**config.mk**
```make
export PLATFORM = sky130hd
export DESIGN_NAME = keypad_code_lock_unit_flat
export DESIGN_NICKNAME = d
export VERILOG_FILES = /design/src/design/kcl_pkg.sv /design/src/design/kcl_ifs.sv /design/src/design/keypad_code_lock_unit.sv /design/src/design/kcl_cfg.sv /design/src/design/kcl_core.sv /design/src/flat_wrapper.sv
export VERILOG_INCLUDE_DIRS = /design/src /design/src/design
export SDC_FILE = /design/constraint.sdc
export NUM_CORES = 1
export LEC_CHECK = 0
export ABC_AREA = 1
export ABC_CLOCK_PERIOD_IN_PS = 3300
export BUFFER_PORTS_ARGS = -buffer_cell sky130_fd_sc_hd__buf_2
export CELL_PAD_IN_SITES_DETAIL_PLACEMENT = 1
export CELL_PAD_IN_SITES_GLOBAL_PLACEMENT = 1
export CORE_ASPECT_RATIO = 0.6
export CORE_MARGIN = 4
export CORE_UTILIZATION = 45
export CTS_CLUSTER_SIZE = 14
export DETAILED_ROUTE_END_ITERATION = 10
export PLACE_DENSITY_LB_ADDON = 0.12
export SLEW_MARGIN = 10
export SYNTH_ARGS = -nofsm -noshare
export SYNTH_HDL_FRONTEND = slang
export SYNTH_SLANG_ARGS = --single-unit
```
**constraint.sdc**
```tcl
create_clock -name clk -period 3.3 [get_ports clk]
set_input_delay 0 -clock clk [delete_from_list [all_inputs] [get_ports clk]]
set_output_delay 0 -clock clk [all_outputs]
set_load 0.05 [all_outputs]
```
**src/design/keypad_code_lock_unit_defines.svh**
```systemverilog
// Assertion macros used by the keypad code lock core.
`ifndef KEYPAD_CODE_LOCK_UNIT_DEFINES_SVH
`define KEYPAD_CODE_LOCK_UNIT_DEFINES_SVH

`ifndef SYNTH
`define KCL_ASSERT_IMP(lbl, clk, rst_n, ante, cons) \
	lbl: assert property (@(posedge clk) disable iff (!rst_n) (ante) |-> (cons)) \
		else $error("keypad code lock check failed");
`define KCL_ASSERT_NXT(lbl, clk, rst_n, ante, cons) \
	lbl: assert property (@(posedge clk) disable iff (!rst_n) (ante) |=> (cons)) \
		else $error("keypad code lock check failed");
`else
`define KCL_ASSERT_IMP(lbl, clk, rst_n, ante, cons)
`define KCL_ASSERT_NXT(lbl, clk, rst_n, ante, cons)
`endif

`endif

```
**src/design/kcl_pkg.sv**
```systemverilog
`default_nettype none
package kcl_pkg;

	localparam int MASTER_W = 40;
	localparam int MAX_FAIL_W = 3;
	localparam int CFG_DATA_W = MASTER_W;
	localparam int NUM_KEYS = 5;
	localparam int CODE_KEYS = 4;

	typedef logic [0:0] cfg_idx_t;
	localparam cfg_idx_t CFG_MASTER_CODE = 1'd0;
	localparam cfg_idx_t CFG_MAX_FAILURES = 1'd1;

	localparam logic [MASTER_W-1:0] MASTER_RESET = 40'h32_3334_3535;
	localparam logic [MAX_FAIL_W-1:0] MAX_FAIL_RESET = 3'd3;
	localparam logic [31:0] STORED_RESET = 32'h3233_3435;

	localparam logic [7:0] CH_STAR = 8'h2A;
	localparam logic [7:0] CH_HASH = 8'h23;
	localparam logic [2:0] FAIL_SAT = 3'd7;

	typedef enum logic [2:0] {
		PH_IDLE,
		PH_ENTRY,
		PH_MASTER_HASH,
		PH_NEW_CODE,
		PH_LOCKOUT
	} phase_t;

	typedef enum logic [2:0] {
		EV_NONE,
		EV_START,
		EV_UNLOCK,
		EV_WRONG,
		EV_NEWCODE,
		EV_CLEARED
	} event_t;

	typedef struct packed {
		logic [MASTER_W-1:0] master_code;
		logic [MAX_FAIL_W-1:0] max_failures;
	} cfg_t;

	typedef struct packed {
		logic [7:0] echo_char;
		logic [2:0] event_res;
		logic [2:0] failures;
		logic locked_out;
	} res_t;

	function automatic logic [7:0] key_to_ascii(input logic [3:0] idx);
		logic [7:0] ch;
		case (idx)
			4'd0: ch = 8'h31;
			4'd1: ch = 8'h32;
			4'd2: ch = 8'h33;
			4'd3: ch = 8'h41;
			4'd4: ch = 8'h34;
			4'd5: ch = 8'h35;
			4'd6: ch = 8'h36;
			4'd7: ch = 8'h42;
			4'd8: ch = 8'h37;
			4'd9: ch = 8'h38;
			4'd10: ch = 8'h39;
			4'd11: ch = 8'h43;
			4'd12: ch = CH_STAR;
			4'd13: ch = 8'h30;
			4'd14: ch = CH_HASH;
			default: ch = 8'h44;
		endcase
		return ch;
	endfunction

endpackage
`default_nettype wire

```
**src/design/kcl_ifs.sv**
```systemverilog
`default_nettype none
interface kcl_req_if;
	logic valid;
	logic ready;
	logic command;
	logic [3:0] key_index;

	modport source (output valid, output command, output key_index, input ready);
	modport sink (input valid, input command, input key_index, output ready);
endinterface

interface kcl_res_if;
	logic valid;
	logic ready;
	logic [7:0] echo_char;
	logic [2:0] event_res;
	logic [2:0] failures;
	logic locked_out;

	modport source (output valid, output echo_char, output event_res, output failures,
		output locked_out, input ready);
	modport sink (input valid, input echo_char, input event_res, input failures,
		input locked_out, output ready);
endinterface
`default_nettype wire

```
**src/design/keypad_code_lock_unit.sv**
```systemverilog
// Channel   Direction  Payload
// keys      in         command, key_index
// results   out        echo_char, event_res, failures, locked_out
//
// A request is registered at the input stage and resolved by the combinational
// core into the result register, from which its result is offered.
// One request is taken every cycle while the receiver accepts results; the combinational core update sets that rate.
// While a result waits, the input stage still takes one request, then both hold.
// Reset clears control state, the stored code to 2345 and the configuration.
`default_nettype none
module keypad_code_lock_unit (
	input wire logic clk,
	input wire logic arst_n,
	input wire logic cfg_we,
	input wire kcl_pkg::cfg_idx_t cfg_index,
	input wire logic [kcl_pkg::CFG_DATA_W-1:0] cfg_wdata,
	kcl_req_if.sink keys,
	kcl_res_if.source results
);
	import kcl_pkg::*;

	cfg_t cfg;
	res_t core_res;
	res_t res_q;
	logic res_valid_q;
	logic req_valid_s1;
	logic command_s1;
	logic [3:0] key_index_s1;
	logic advance;

	assign advance = req_valid_s1 && (!res_valid_q || results.ready);
	assign keys.ready = !req_valid_s1 || advance;

	always_ff @(posedge clk or negedge arst_n) begin
		if (!arst_n) begin
			req_valid_s1 <= 1'b0;
		end else if (keys.valid && keys.ready) begin
			req_valid_s1 <= 1'b1;
		end else if (advance) begin
			req_valid_s1 <= 1'b0;
		end
	end

	always_ff @(posedge clk) begin
		if (keys.valid && keys.ready) begin
			command_s1 <= keys.command;
			key_index_s1 <= keys.key_index;
		end
	end

	always_ff @(posedge clk or negedge arst_n) begin
		if (!arst_n) begin
			res_valid_q <= 1'b0;
		end else if (advance) begin
			res_valid_q <= 1'b1;
		end else if (results.ready) begin
			res_valid_q <= 1'b0;
		end
	end

	always_ff @(posedge clk) begin
		if (advance) begin
			res_q <= core_res;
		end
	end

	kcl_cfg u_cfg (
		.clk(clk),
		.arst_n(arst_n),
		.cfg_we(cfg_we),
		.cfg_index(cfg_index),
		.cfg_wdata(cfg_wdata),
		.cfg(cfg)
	);

	kcl_core u_core (
		.clk(clk),
		.arst_n(arst_n),
		.step(advance),
		.command(command_s1),
		.key_index(key_index_s1),
		.cfg(cfg),
		.res(core_res)
	);

	assign results.valid = res_valid_q;
	assign results.echo_char = res_q.echo_char;
	assign results.event_res = res_q.event_res;
	assign results.failures = res_q.failures;
	assign results.locked_out = res_q.locked_out;

endmodule
`default_nettype wire

```
**src/design/kcl_cfg.sv**
```systemverilog
`default_nettype none
module kcl_cfg (
	input wire logic clk,
	input wire logic arst_n,
	input wire logic cfg_we,
	input wire kcl_pkg::cfg_idx_t cfg_index,
	input wire logic [kcl_pkg::CFG_DATA_W-1:0] cfg_wdata,
	output kcl_pkg::cfg_t cfg
);
	import kcl_pkg::*;

	cfg_t cfg_q;

	always_ff @(posedge clk or negedge arst_n) begin
		if (!arst_n) begin
			cfg_q.master_code <= MASTER_RESET;
			cfg_q.max_failures <= MAX_FAIL_RESET;
		end else if (cfg_we) begin
			case (cfg_index)
				CFG_MASTER_CODE: cfg_q.master_code <= cfg_wdata[MASTER_W-1:0];
				CFG_MAX_FAILURES: cfg_q.max_failures <= cfg_wdata[MAX_FAIL_W-1:0];
				default: cfg_q <= cfg_q;
			endcase
		end
	end

	assign cfg = cfg_q;

endmodule
`default_nettype wire

```
**src/design/kcl_core.sv**
```systemverilog
`default_nettype none
`include "keypad_code_lock_unit_defines.svh"
module kcl_core (
	input wire logic clk,
	input wire logic arst_n,
	input wire logic step,
	input wire logic command,
	input wire logic [3:0] key_index,
	input wire kcl_pkg::cfg_t cfg,
	output kcl_pkg::res_t res
);
	import kcl_pkg::*;

	phase_t phase_q, phase_d;
	logic [2:0] pos_q, pos_d;
	logic [2:0] fail_q, fail_d;
	logic [31:0] stored_q, stored_d;
	logic [7:0] keys_q [NUM_KEYS];

	logic [7:0] ch;
	logic last_entry;
	logic last_code;
	logic match_master;
	logic match_user;
	logic [2:0] fail_inc;
	logic [7:0] echo;
	event_t ev;

	assign ch = key_to_ascii(key_index);
	assign last_entry = (pos_q == 3'(NUM_KEYS - 1));
	assign last_code = (pos_q == 3'(CODE_KEYS - 1));
	assign match_master = ({keys_q[0], keys_q[1], keys_q[2], keys_q[3], ch} == cfg.master_code);
	assign match_user = ({keys_q[0], keys_q[1], keys_q[2], keys_q[3]} == stored_q)
		&& (ch == CH_HASH);
	assign fail_inc = (fail_q == FAIL_SAT) ? fail_q : fail_q + 3'd1;

	always_comb begin
		phase_d = phase_q;
		pos_d = pos_q;
		fail_d = fail_q;
		stored_d = stored_q;
		if (command) begin
			fail_d = '0;
			if (phase_q == PH_LOCKOUT) begin
				phase_d = PH_IDLE;
				pos_d = '0;
			end
		end else if (phase_q != PH_LOCKOUT) begin
			case (phase_q)
				PH_IDLE: begin
					if (ch == CH_STAR) begin
						phase_d = PH_ENTRY;
						pos_d = '0;
					end
				end
				PH_ENTRY: begin
					pos_d = pos_q + 3'd1;
					if (last_entry) begin
						pos_d = '0;
						if (match_master) begin
							phase_d = PH_MASTER_HASH;
						end else if ((fail_q < cfg.max_failures) && match_user) begin
							fail_d = '0;
							phase_d = PH_IDLE;
						end else begin
							fail_d = fail_inc;
							phase_d = (fail_inc >= cfg.max_failures) ? PH_LOCKOUT : PH_IDLE;
						end
					end
				end
				PH_MASTER_HASH: begin
					pos_d = '0;
					phase_d = (ch == CH_HASH) ? PH_NEW_CODE : PH_IDLE;
				end
				PH_NEW_CODE: begin
					pos_d = pos_q + 3'd1;
					if (last_code) begin
						stored_d = {keys_q[0], keys_q[1], keys_q[2], ch};
						pos_d = '0;
						phase_d = PH_IDLE;
					end
				end
				default: begin
					phase_d = PH_IDLE;
					pos_d = '0;
				end
			endcase
		end
	end

	always_comb begin
		echo = '0;
		ev = EV_NONE;
		if (command) begin
			ev = EV_CLEARED;
		end else if (phase_q != PH_LOCKOUT) begin
			echo = ch;
			case (phase_q)
				PH_IDLE: begin
					if (ch == CH_STAR) begin
						ev = EV_START;
					end
				end
				PH_ENTRY: begin
					if (last_entry && !match_master) begin
						ev = ((fail_q < cfg.max_failures) && match_user) ? EV_UNLOCK : EV_WRONG;
					end
				end
				PH_NEW_CODE: begin
					if (last_code) begin
						ev = EV_NEWCODE;
					end
				end
				default: ev = EV_NONE;
			endcase
		end
	end

	always_ff @(posedge clk or negedge arst_n) begin
		if (!arst_n) begin
			phase_q <= PH_IDLE;
			pos_q <= '0;
			fail_q <= '0;
			stored_q <= STORED_RESET;
		end else if (step) begin
			phase_q <= phase_d;
			pos_q <= pos_d;
			fail_q <= fail_d;
			stored_q <= stored_d;
		end
	end

	always_ff @(posedge clk) begin
		if (step && !command && ((phase_q == PH_ENTRY) || (phase_q == PH_NEW_CODE))) begin
			for (int k = 0; k < NUM_KEYS; k++) begin
				if (pos_q == 3'(k)) begin
					keys_q[k] <= ch;
				end
			end
		end
	end

	assign res.echo_char = echo;
	assign res.event_res = ev;
	assign res.failures = fail_d;
	assign res.locked_out = (phase_d == PH_LOCKOUT);

	`KCL_ASSERT_NXT(a_reset_clears_count, clk, arst_n, step && command, fail_q == '0)
	`KCL_ASSERT_NXT(a_hold_without_step, clk, arst_n, !step,
		$stable(phase_q) && $stable(fail_q) && $stable(pos_q))
	`KCL_ASSERT_IMP(a_pos_zero_outside_entry, clk, arst_n,
		(phase_q == PH_IDLE) || (phase_q == PH_MASTER_HASH) || (phase_q == PH_LOCKOUT),
		pos_q == '0)
	`KCL_ASSERT_NXT(a_lockout_holds_on_key, clk, arst_n,
		step && !command && (phase_q == PH_LOCKOUT), phase_q == PH_LOCKOUT)

endmodule
`default_nettype wire

```
**src/flat_wrapper.sv**
```systemverilog
// flat-port wrapper written by rule: the top's interface ports become plain ports
module keypad_code_lock_unit_flat import kcl_pkg::*;
  (clk, arst_n, cfg_we, cfg_index, cfg_wdata, keys_valid, keys_command, keys_key_index, keys_ready, results_valid, results_echo_char, results_event_res, results_failures, results_locked_out, results_ready);
  kcl_req_if keys_i ();
  kcl_res_if results_i ();
  input wire logic clk;
  input wire logic arst_n;
  input wire logic cfg_we;
  input wire kcl_pkg::cfg_idx_t cfg_index;
  input wire logic [kcl_pkg::CFG_DATA_W-1:0] cfg_wdata;
  input wire logic [$bits(keys_i.valid)-1:0] keys_valid;
  input wire logic [$bits(keys_i.command)-1:0] keys_command;
  input wire logic [$bits(keys_i.key_index)-1:0] keys_key_index;
  output wire logic [$bits(keys_i.ready)-1:0] keys_ready;
  output wire logic [$bits(results_i.valid)-1:0] results_valid;
  output wire logic [$bits(results_i.echo_char)-1:0] results_echo_char;
  output wire logic [$bits(results_i.event_res)-1:0] results_event_res;
  output wire logic [$bits(results_i.failures)-1:0] results_failures;
  output wire logic [$bits(results_i.locked_out)-1:0] results_locked_out;
  input wire logic [$bits(results_i.ready)-1:0] results_ready;
  assign keys_i.valid = keys_valid;
  assign keys_i.command = keys_command;
  assign keys_i.key_index = keys_key_index;
  assign keys_ready = keys_i.ready;
  assign results_valid = results_i.valid;
  assign results_echo_char = results_i.echo_char;
  assign results_event_res = results_i.event_res;
  assign results_failures = results_i.failures;
  assign results_locked_out = results_i.locked_out;
  assign results_i.ready = results_ready;
  keypad_code_lock_unit u_core (.clk(clk), .arst_n(arst_n), .cfg_we(cfg_we), .cfg_index(cfg_index), .cfg_wdata(cfg_wdata), .keys(keys_i), .results(results_i));
endmodule
```
=== Yosys cells after proc, flatten, opt, wreduce, memory -nomap -nowiden ===
Memories as Yosys holds them, arrays and structs flattened. A register that Yosys moved wholly into a read port is not among the register bits.
Index checks and enable logic that the tools add are counted.

* Memories kept: 2
* Memory bits (writable): 40
* Bits in read-only memories: 112
* Register bits after elaboration: 106
* Word-level logic and storage cells: 132
* Output and inout port bits: 17
* Input port bits: 51

{| class="wikitable"
|+ Memory list
! name !! words !! width !! read ports !! clocked after Yosys merged registers in !! write ports !! RTL line !! text
|-
| (name not given) || 16 || 7 || 1 || 1 || 0 || kcl_pkg.sv:53 || <nowiki>case (idx)</nowiki>
|-
| u_core.u_core.keys_q || 5 || 8 || 4 || 0 || 1 || kcl_core.sv:18 || <nowiki>logic [7:0] keys_q [NUM_KEYS];</nowiki>
|}

* Multiplexer cells: 63
* Add/sub/neg operators: 2
* Reduce and logical (&&, ||, !) cells: 28
* Bitwise operators: 3
* Equal/unequal tests: 17
* Order comparisons: 2

{| class="wikitable"
|+ Operators with widths
! kind !! number
|-
| $mux 3 || 28
|-
| $eq 40x40->1 || 1
|-
| $eq 32x32->1 || 1
|-
| $mux 8 || 4
|-
| $reduce_or 8->1 || 4
|-
| $mux 1 || 25
|-
| $pmux 3 s3 || 2
|-
| $eq 8x6->1 const B || 2
|-
| $eq 3x2->1 const B || 4
|-
| $eq 3x3->1 const B || 4
|-
| $pmux 3 s4 || 1
|-
| $logic_and 1x1->1 || 7
|-
| $add 3x1->3 const B || 2
|-
| $eq 3x1->1 const B || 2
|-
| $logic_not 3->1 || 2
|-
| $reduce_bool 2->1 || 3
|-
| $reduce_and 5->1 || 1
|-
| $logic_not 1->1 || 4
|-
| $mux 2 || 2
|-
| $mux 4 || 1
|-
| $reduce_and 2->1 || 2
|-
| $reduce_and 4->1 || 1
|-
| $ge 3x3->1 || 1
|-
| $logic_or 1x1->1 || 3
|-
| 6 further kinds || 8
|}

=== Depth between registers and ports, before layout ===
Gate-level depths: netlist of the first run.

* Depth in word-level cells: 12
* Mapped depth: 13
* Mapped depth without buffers: 13

=== Cells and area by module ===
Synthesis of the first run repeated with hierarchy kept, for this count alone.

* Cells, all modules: 828
* Area total of the unflattened synthesis: 6,790.3 µm²

{| class="wikitable"
|+ By module, submodules not included
! module !! cells each !! times used !! area an instance (µm²) !! seq. area each (µm²)
|-
| kcl_core || 608 || 1 || 4,344.2 || 1,784.2
|-
| kcl_cfg || 188 || 1 || 1,750.4 || 1,101.1
|-
| keypad_code_lock_unit || 32 || 1 || 695.7 || 650.6
|}

=== Worst setup path before layout of the first run ===
OpenSTA, ideal clock, no wires.

* Kind: reg-to-reg
* Start point: register u_core.res_valid_q, in the netlist u_core.results.valid
* End point: register u_core.u_core.ch[2] (netlist name)
* Buffers on the path: 0
* Library setup time: 122 ps
* Arrival time: 2,383 ps
* Clock period less this slack: 2,505 ps
* Cell stages (with the launch flop): 11
* Setup slack: 795 ps
* Cell sequence: dfrtp_1 -> nand3_2 -> nand2_2 -> inv_2 -> or2_1 -> o21ai_2 -> inv_1 -> ha_1 -> or2_1 -> o211ai_1 -> o21ai_1

* Word-level cells in the longest chain between the ends: 6

{| class="wikitable"
|+ Ends and longest elaborated chain
! element !! RTL line !! text
|-
| start, declared || keypad_code_lock_unit.sv:25 || <nowiki>logic res_valid_q;</nowiki>
|-
| start signal, assigned || keypad_code_lock_unit.sv:53 || <nowiki>res_valid_q <= 1'b0;</nowiki>
|-
| start signal, assigned || keypad_code_lock_unit.sv:55 || <nowiki>res_valid_q <= 1'b1;</nowiki>
|-
| start signal, assigned || keypad_code_lock_unit.sv:57 || <nowiki>res_valid_q <= 1'b0;</nowiki>
|-
| $logic_not 1->1 || keypad_code_lock_unit.sv:31 || <nowiki>assign advance = req_valid_s1 && (!res_valid_q || results.ready);</nowiki>
|-
| $logic_or 1x1->1 || keypad_code_lock_unit.sv:31 ||
|-
| $logic_and 1x1->1 || keypad_code_lock_unit.sv:31 ||
|-
| $logic_or 1x1->1 || keypad_code_lock_unit.sv:32 || <nowiki>assign keys.ready = !req_valid_s1 || advance;</nowiki>
|-
| named net keys_ready || flat_wrapper.sv:14 || <nowiki>output wire logic [$bits(keys_i.ready)-1:0] keys_ready;</nowiki>
|-
| $logic_and 1x1->1 || keypad_code_lock_unit.sv:45 || <nowiki>if (keys.valid && keys.ready) begin</nowiki>
|-
| $mux 4 (no source line) || - ||
|}

The timed path passes the listed nets, and every way through them passes these cells.
A chain may end at the register's enable or synchronous reset.

=== Worst setup path in the final report of the first run ===
* Start point: register u_core.res_valid_q, in the netlist u_core.results.valid
* End point: memory u_core.u_core.keys_q[0][4], enable pin

* Word-level cells in the longest chain between the ends: 12

{| class="wikitable"
|+ Ends and longest elaborated chain
! element !! RTL line !! text
|-
| $logic_not 1->1 (*) || keypad_code_lock_unit.sv:31 ||
|-
| $logic_or 1x1->1 (*) || keypad_code_lock_unit.sv:31 ||
|-
| $logic_and 1x1->1 (*) || keypad_code_lock_unit.sv:31 ||
|-
| named net u_core.advance || keypad_code_lock_unit.sv:29 || <nowiki>logic advance;</nowiki>
|-
| $logic_and 1x1->1 (*) (2 in a row) || kcl_core.sv:134 || <nowiki>if (step && !command && ((phase_q == PH_ENTRY) || (phase_q == PH_NEW_CODE))) begin</nowiki>
|-
| $mux 1 || kcl_core.sv:134 ||
|-
| $mux 1 (implied by the code) || kcl_core.sv:137 || <nowiki>keys_q[k] <= ch;</nowiki>
|-
| $reduce_or 8->1 (no source line) || - ||
|-
| $mux 3 (no source line) or $mux 1 (tied branches) (4 in a row) || - ||
|-
| end, declared || kcl_core.sv:18 ||
|}

Mark *: on every way through the listed nets, which the timed path passes. The rest lies on a longest branch.

==> results.md, run 1 <==
- CP top delay family: simple AND/OR/NAND/NOR gates
- Worst EP arrival: ~2.7 ns
- Clock root buffer: clkbuf_16
- IO Count: a little under 70
- Critical Path Slowest Stage Cell: nor2_1
- Post-Syn Area per Cell: roughly 8.9 µm²
- Total gr overflow: 0
- GP Congestion: between 0.8 and 0.9
- Worst Path Max Fanout: 21
- Ant. Diodes: 0
- Fin. Hold Viols: 0
- Cell taking the most area after synthesis: edfxtp_1
- Vias per cell: ~5.2
- Initial antenna violation count: 0
- Drt first pass iters: 5
- Mapped Nets: 796
- PwrDens: roughly 590 nW/µm²
- Top post-synthesis cells by area: edfxtp_1, dfrtp_1, dfstp_2, nand2_1, nor2_1
- Clock period minus worst slack: approximately 2.7 ns
- Top-area cell type share of the netlist area: between 20% and 30%
- Outcome: completed
- Vias in the first global route: between 5,000 and 6,000
- Ys Warns: 0
- Pleak: approximately 3.8 nW
- Final period util: between 80% and 90%
- Worst-Skew Late Latency: about 0.43 ns
- DR DRC count: 0
- Hold Path Class: in2async
- Slew Viols, Final: 0
- FF-to-FF path depth: 7
- Routed wire length: 20,300 µm
- Sequential cell area: ~3600 µm²
- Ys async rst share: between 60% and 70%
- Crit Path Class: reg2reg
- Gr busiest metal: met2
- Critical Path Sink Type: flop
- Max Clock Skew: 0.0144 ns
- First-pass GRT wire length: 32,000 µm
- CP dominant cell by count: nand2_1
- Drt first-iter violations: around 370
- Worst-path clk slew: roughly 0.060 ns
- Post-synthesis cell type count: 42
- Post-DRT Antenna Nets: 0
- CP max stage delay: roughly 0.53 ns
- Fmax: around 370 MHz
- R2r setup slk: roughly 0.6 ns
- Primary FF master, synth: dfrtp_1
- CTS tree: yes
- Rows: 33
- Post-synth top cells: nand2_1, nor2_1, inv_1
- Tightest Pin Transition: ~1 ns
- Die Wd: approximately 160 µm
- Final Util: around three fifths
- CP cell instances: nand2_1 > nand2_1 > inv_2 > nand2_1 > nor2_1 > inv_1 > nor2_1
- Synth-to-layout area growth: 25.9%
- Layout cells sized above 1: a little over a fifth
- Top-count cell post-synth: nand2_1
- CTS resizes: 0
- Post-DP Area: 7030 µm²
- Maximum clock path buffer count: 2
- Met2 usage: 42.0%
- Chip Height: ~100 µm
- Synthesized instance count: slightly above 700
- FF+latch count, synth: around 140
- CP Depth: 7
- Routed wire length per instance: ~19 µm
- Synthesized area: 6490 µm²
- Starting Density: between 40% and 50%
- Sequential element share of the synthesized area: between 50% and 60%
- VDD IR max: about 0.00023 V
- H-Tree Depth: 4
- Number of flops mapped to enable cells by yosys: 47
- Slew HR: 34.3%
- Global-route met1 utilization: 36.2%
- Worst Path Buf+Inv: 2
- TritonCTS buffer count: 17
- Total core area: approximately 14,000 µm²
- Total power: between 4 and 5 mW
- GRT Overall Usage: 25.7%
- Setup tns final: 0 ns
- Clk sink count: around 140
- Via count: between 5,000 and 6,000
- Largest net degree at the start of global routing: 74
- Post-Layout Inst Area: about 8000 µm²
- Critical path startpoint category: flop
- RSZ-0062 raised after global routing: false
- CP required: 3.35 ns
- Die Area: about 16,000 µm²
- Max Cap Viol: 0
- Area of the multi-input gates: roughly 2400 µm²
- M3 GR Usage: approximately 4.6%
- Filler cells: between 1,500 and 2,000
- Final net count: a little over 900
- Final setup fails: 0
- Hpwl dp: 14,100 µm
- I/O Buffers: 66
## path summary, 6_finish.rpt
path                                                        end                              from
setup / recovery           u_core.u_core.keys_q[0][4]$_DFFE_PP_  u_core.results.valid$_DFFE_PN0P_
hold / removal                 u_core.u_cfg.cfg[38]$_DFFE_PN0P_                            arst_n
setup reg to reg           u_core.u_core.keys_q[0][4]$_DFFE_PP_  u_core.results.valid$_DFFE_PN0P_
hold reg to reg                u_core.u_cfg.cfg[27]$_DFFE_PN1P_  u_core.u_cfg.cfg[27]$_DFFE_PN1P_
max in group asynchronous      u_core.u_cfg.cfg[13]$_DFFE_PN1P_                            arst_n
min in group clk                    u_core.command_s1$_DFFE_PP_                      keys_command
## cell families (layout without fill, tap and decap cells)
group                      count (synthesis)  after routing  synth area share (%)
DFF                                      136            136                  56.2
and+or+nand+nor                          331            331                  20.6
buffers and inverters                    110            248                  6.46
adders and majority gates                 18             18                  3.47
AOI/OAI and AO/OA                        100            100                  8.47
xor gates and xnor gates                  16             16                  2.16
other                                      1              1                0.0578
muxes                                     15             15                  2.60
## per-layer routing
layer / share of wire, % / vias up
met1: 47 / 2756
met2: 48 / 148
met3: 4.9 / 10
met5: 0 / -
met4: 0.54 / 0
li1: - / 2567
## state kept, by name (all words and copies together) (netlist names), 3 cells and up
register and cells:
u_core.u_core.stored_q 28, u_core.u_core.pos_q 3, u_core.u_core.fail_q 3, u_core.u_core.phase_q 3, u_core.u_cfg.cfg 43, u_core.results.echo_char 7, u_core.u_core.keys_q 28, u_core.key_index_s1 4
u_core.u_core.ch 7, u_core.results.event_res 3, u_core.results.failures 3
## area by class of cell
class	instances	area share, %
inverter	96	4.41
clock buffer	22	6.48
sequential	136	44.6
tap	192	2.94
multi-input combinational	481	29.7
timing repair buffer	120	10.6
clock inverter	10	1.24
## per-stage QoR
| step | worst slack [ns] | hold slack [ns] | cells |
|---|---|---|---|
| 3_5_place_dp | 0.724 | 0.178 | 974 |
| 4_1_cts | 0.625 | 0.272 | 1057 |
| 3_3_place_gp | 0.954 | 0.178 | 974 |
| 5_1_grt | 0.363 | 0.291 | 1057 |
| 6_report | 0.616 | 0.280 | 1057 |
| 2_1_floorplan | 0.795 | -0.296 | 727 |
## cell usage in the layout (no fill, tap or decap), types with 4 or more instances in the layout
cell | netlist | layout
mux2_2 | 15 | 15
o21ai_1 | 12 | 12
dfxtp_1 | 7 | 7
xnor2_1 | 12 | 12
or2_1 | 4 | 4
dfstp_2 | 34 | 34
dlygate4sd3_1 | 0 | 51
ha_1 | 18 | 18
dfrtp_1 | 48 | 48
edfxtp_1 | 47 | 47
nor2_1 | 88 | 88
inv_2 | 24 | 24
clkbuf_16 | 0 | 21
nand2_1 | 203 | 202
clkinv_4 | 0 | 4
buf_4 | 1 | 4
a21oi_1 | 34 | 34
buf_2 | 2 | 65
inv_1 | 71 | 71
o21ai_0 | 39 | 39
nand3_1 | 18 | 18
xor2_1 | 4 | 4
nor3_1 | 7 | 7
o22ai_1 | 4 | 4
## where the power goes
part | total (mW) | internal [mW] | switching, mW | leakage, nW
registers | 2.08 | 1.94 | 0.142 | 1.46
clock network | 2.01 | 1.23 | 0.783 | 0.308
logic | 0.757 | 0.253 | 0.504 | 2.07
total | 4.85 | 3.42 | 1.43 | 3.83
## timing repair
action,CTS,global route
setup buffers,0,0
endpoints found under the hold margin,97,0
hold buffers,51,0
(Power assumes the default switching activity.)
==> inputs of run 2 (changes only) <==
Settings changed: ABC_CLOCK_PERIOD_IN_PS 3300 to 2700.
Clock period 3.3 ns to 2.7 ns, I/O delays scaled along.
==> results.md, run 2 (synthesized netlist as in run 1, its figures left out) <==
- Final period util: 89.6% (was 81.3%)
- Setup tns final: 0 ns (unchanged)
- Initial antenna violation count: 1 (was 0)
- Crit Path Class: reg2reg (unchanged)
- Fmax: 413 MHz (was 373 MHz)
- FF-to-FF path depth: 7 (unchanged)
- Total gr overflow: 0 (unchanged)
- Outcome: completed (unchanged)
- PwrDens: 711 nW/µm² (was 594 nW/µm²)
- RSZ-0062 raised after global routing: false (unchanged)
- Slew HR: 27.9% (was 34.3%)
- CTS tree: yes (unchanged)
- VDD IR max: 0.000286 V (was 0.000235 V)
- Worst Path Max Fanout: 7 (was 21)
- Synth-to-layout area growth: 26.7% (was 25.9%)
- I/O Buffers: 66 (unchanged)
- Total core area: 13,900 µm² (unchanged)
- R2r endpoint: u_core.u_core.keys_q[0][12]$_DFFE_PP_ (was u_core.u_core.keys_q[0][4]$_DFFE_PP_)
- CP required: 2.74 ns (was 3.35 ns)
- Max Clock Skew: 0.0107 ns (was 0.0144 ns)
- Critical path startpoint category: flop (unchanged)
- Hold_buf cts: 51 (unchanged)
- Filler cells: 1,621 (was 1,638)
- TritonCTS buffer count: 17 (unchanged)
- Commonest cells after routing, fill and taps aside: nand2_1, nor2_1, inv_1 (unchanged)
- Hpwl dp: 14,800 µm (was 14,100 µm)
- Setup Buffers After CTS: 0 (unchanged)
- Clock period minus worst slack: 2.42 ns (was 2.68 ns)
- Rows: 33 (unchanged)
- Number of flip-flops in the largest register: 43 (unchanged)
- Vias in the first global route: 5,813 (was 5,812)
- Cell Count, Final, Fillers Out: 1,067 (was 1,057)
- Drt first pass iters: 5 (unchanged)
- Routed wire length: 21,000 µm (was 20,300 µm)
- Largest net degree at the start of global routing: 50 (was 74)
- CTS resizes: 0 (unchanged)
- Starting Density: 46.8% (unchanged)
- Chip Height: 101 µm (unchanged)
- Die Wd: 163 µm (unchanged)
- GP Congestion: 0.872 (was 0.827)
- First-pass GRT wire length: 33,500 µm (was 32,000 µm)
- Maximum clock path buffer count: 2 (unchanged)
- Die Area: 16,500 µm² (unchanged)
- Final setup fails: 0 (unchanged)
- GRT Overall Usage: 27.1% (was 25.7%)
- Routed wire length per instance: 19.7 µm (was 19.2 µm)
- Vias per cell: 5.16 (was 5.19)
- Worst EP arrival: 2.46 ns (was 2.74 ns)
- Placed Cells incl. Taps: 984 (was 974)
- Via count: 5,502 (was 5,481)
- H-Tree Depth: 4 (unchanged)
- Ant. Diodes: 0 (unchanged)
- Layout cells sized above 1: 22.4% (was 21.4%)
- Hold Path Class: in2async (unchanged)
- Pleak: 3.87 nW (was 3.83 nW)
- Clock root buffer: clkbuf_16 (unchanged)
- Max Cap Viol: 0 (unchanged)
- DR DRC count: 0 (unchanged)
- Critical Path Sink Type: flop (unchanged)
- Drt first-iter violations: 512 (was 371)
- Most common cell after layout, fill and taps aside: nand2_1 (unchanged)
- Final net count: 931 (was 921)
- Worst-Skew Late Latency: 0.42 ns (was 0.43 ns)
- IO Count: 68 (unchanged)
- Post-DRT Antenna Nets: 0 (unchanged)
- Fin. Hold Viols: 0 (unchanged)
- Worst-path clk slew: 0.07 ns (was 0.06 ns)
- Clk sink count: 136 (unchanged)
- Crit Reg-Reg Startpoint: u_core.results.valid$_DFFE_PN0P_ (unchanged)
- Tightest Pin Transition: 1.08 ns (was 0.986 ns)
- Slew Viols, Final: 0 (unchanged)
- R2r setup slk: 0.28 ns (was 0.62 ns)
[run 2: routing by layer]
layer	track usage, %	part of all wire (%)
met5	0	0.062
met4	5.41	0.75
met3	6.17	5.5
met2	40.7	44
met1	40.6	50
[run 2: critical path, stage by stage (launching register included)]
cell and delay (ns):
dfrtp_1 0.41, nand2_1 0.11, nand2_1 0.09, inv_2 0.12, nand2_1 0.12, nor2_1 0.25
inv_1 0.17, nor2_1 0.76
[run 2: cell type report]
class	count	area, µm²	share of cell area, %
clock buffer	21	514	6.26
clock inverter	11	78.8	0.959
inverter	96	360	4.38
multi-input combinational	481	2430	29.5
sequential	136	3650	44.4
tap	192	240	2.92
timing repair buffer	130	953	11.6
[run 2: worst max-delay path by stage]
stage	from	end	slack, ns	depth (start not counted)
global placement	u_core.command_s1$_DFFE_PP_	u_core.u_core.keys_q[0][10]$_DFFE_PP_	0.44	5
finish	u_core.results.valid$_DFFE_PN0P_	u_core.u_core.keys_q[0][12]$_DFFE_PP_	0.28	7
CTS	u_core.results.valid$_DFFE_PN0P_	u_core.u_core.keys_q[0][9]$_DFFE_PP_	0.32	7
global route	u_core.results.valid$_DFFE_PN0P_	u_core.u_core.keys_q[0][9]$_DFFE_PP_	0.18	7
detailed placement	u_core.results.valid$_DFFE_PN0P_	u_core.u_core.keys_q[0][10]$_DFFE_PP_	0.39	7
floorplan	u_core.results.valid$_DFFE_PN0P_	u_core.u_core.ch[2]$_DFF_P_	0.19	10
[run 2: through the flow]
stage	area (µm²)	hold slack [ns]	util (%)	total power, mW	worst slack, ns
2_1_floorplan	6490	-0.296	-	3.08	0.195
3_3_place_gp	7120	0.0393	51.3	3.40	0.439
3_5_place_dp	7120	0.0612	51.3	3.46	0.386
4_1_cts	8220	0.148	59.2	5.84	0.324
6_report	8220	0.135	59.2	5.85	0.280
5_1_grt	8220	0.208	59.2	6.08	0.179
[run 2: power breakdown]
group | internal (mW) | switching, mW
Clock | 1.37 | 0.965
Combinational | 0.331 | 0.649
Sequential | 2.37 | 0.156
Total | 4.08 | 1.77
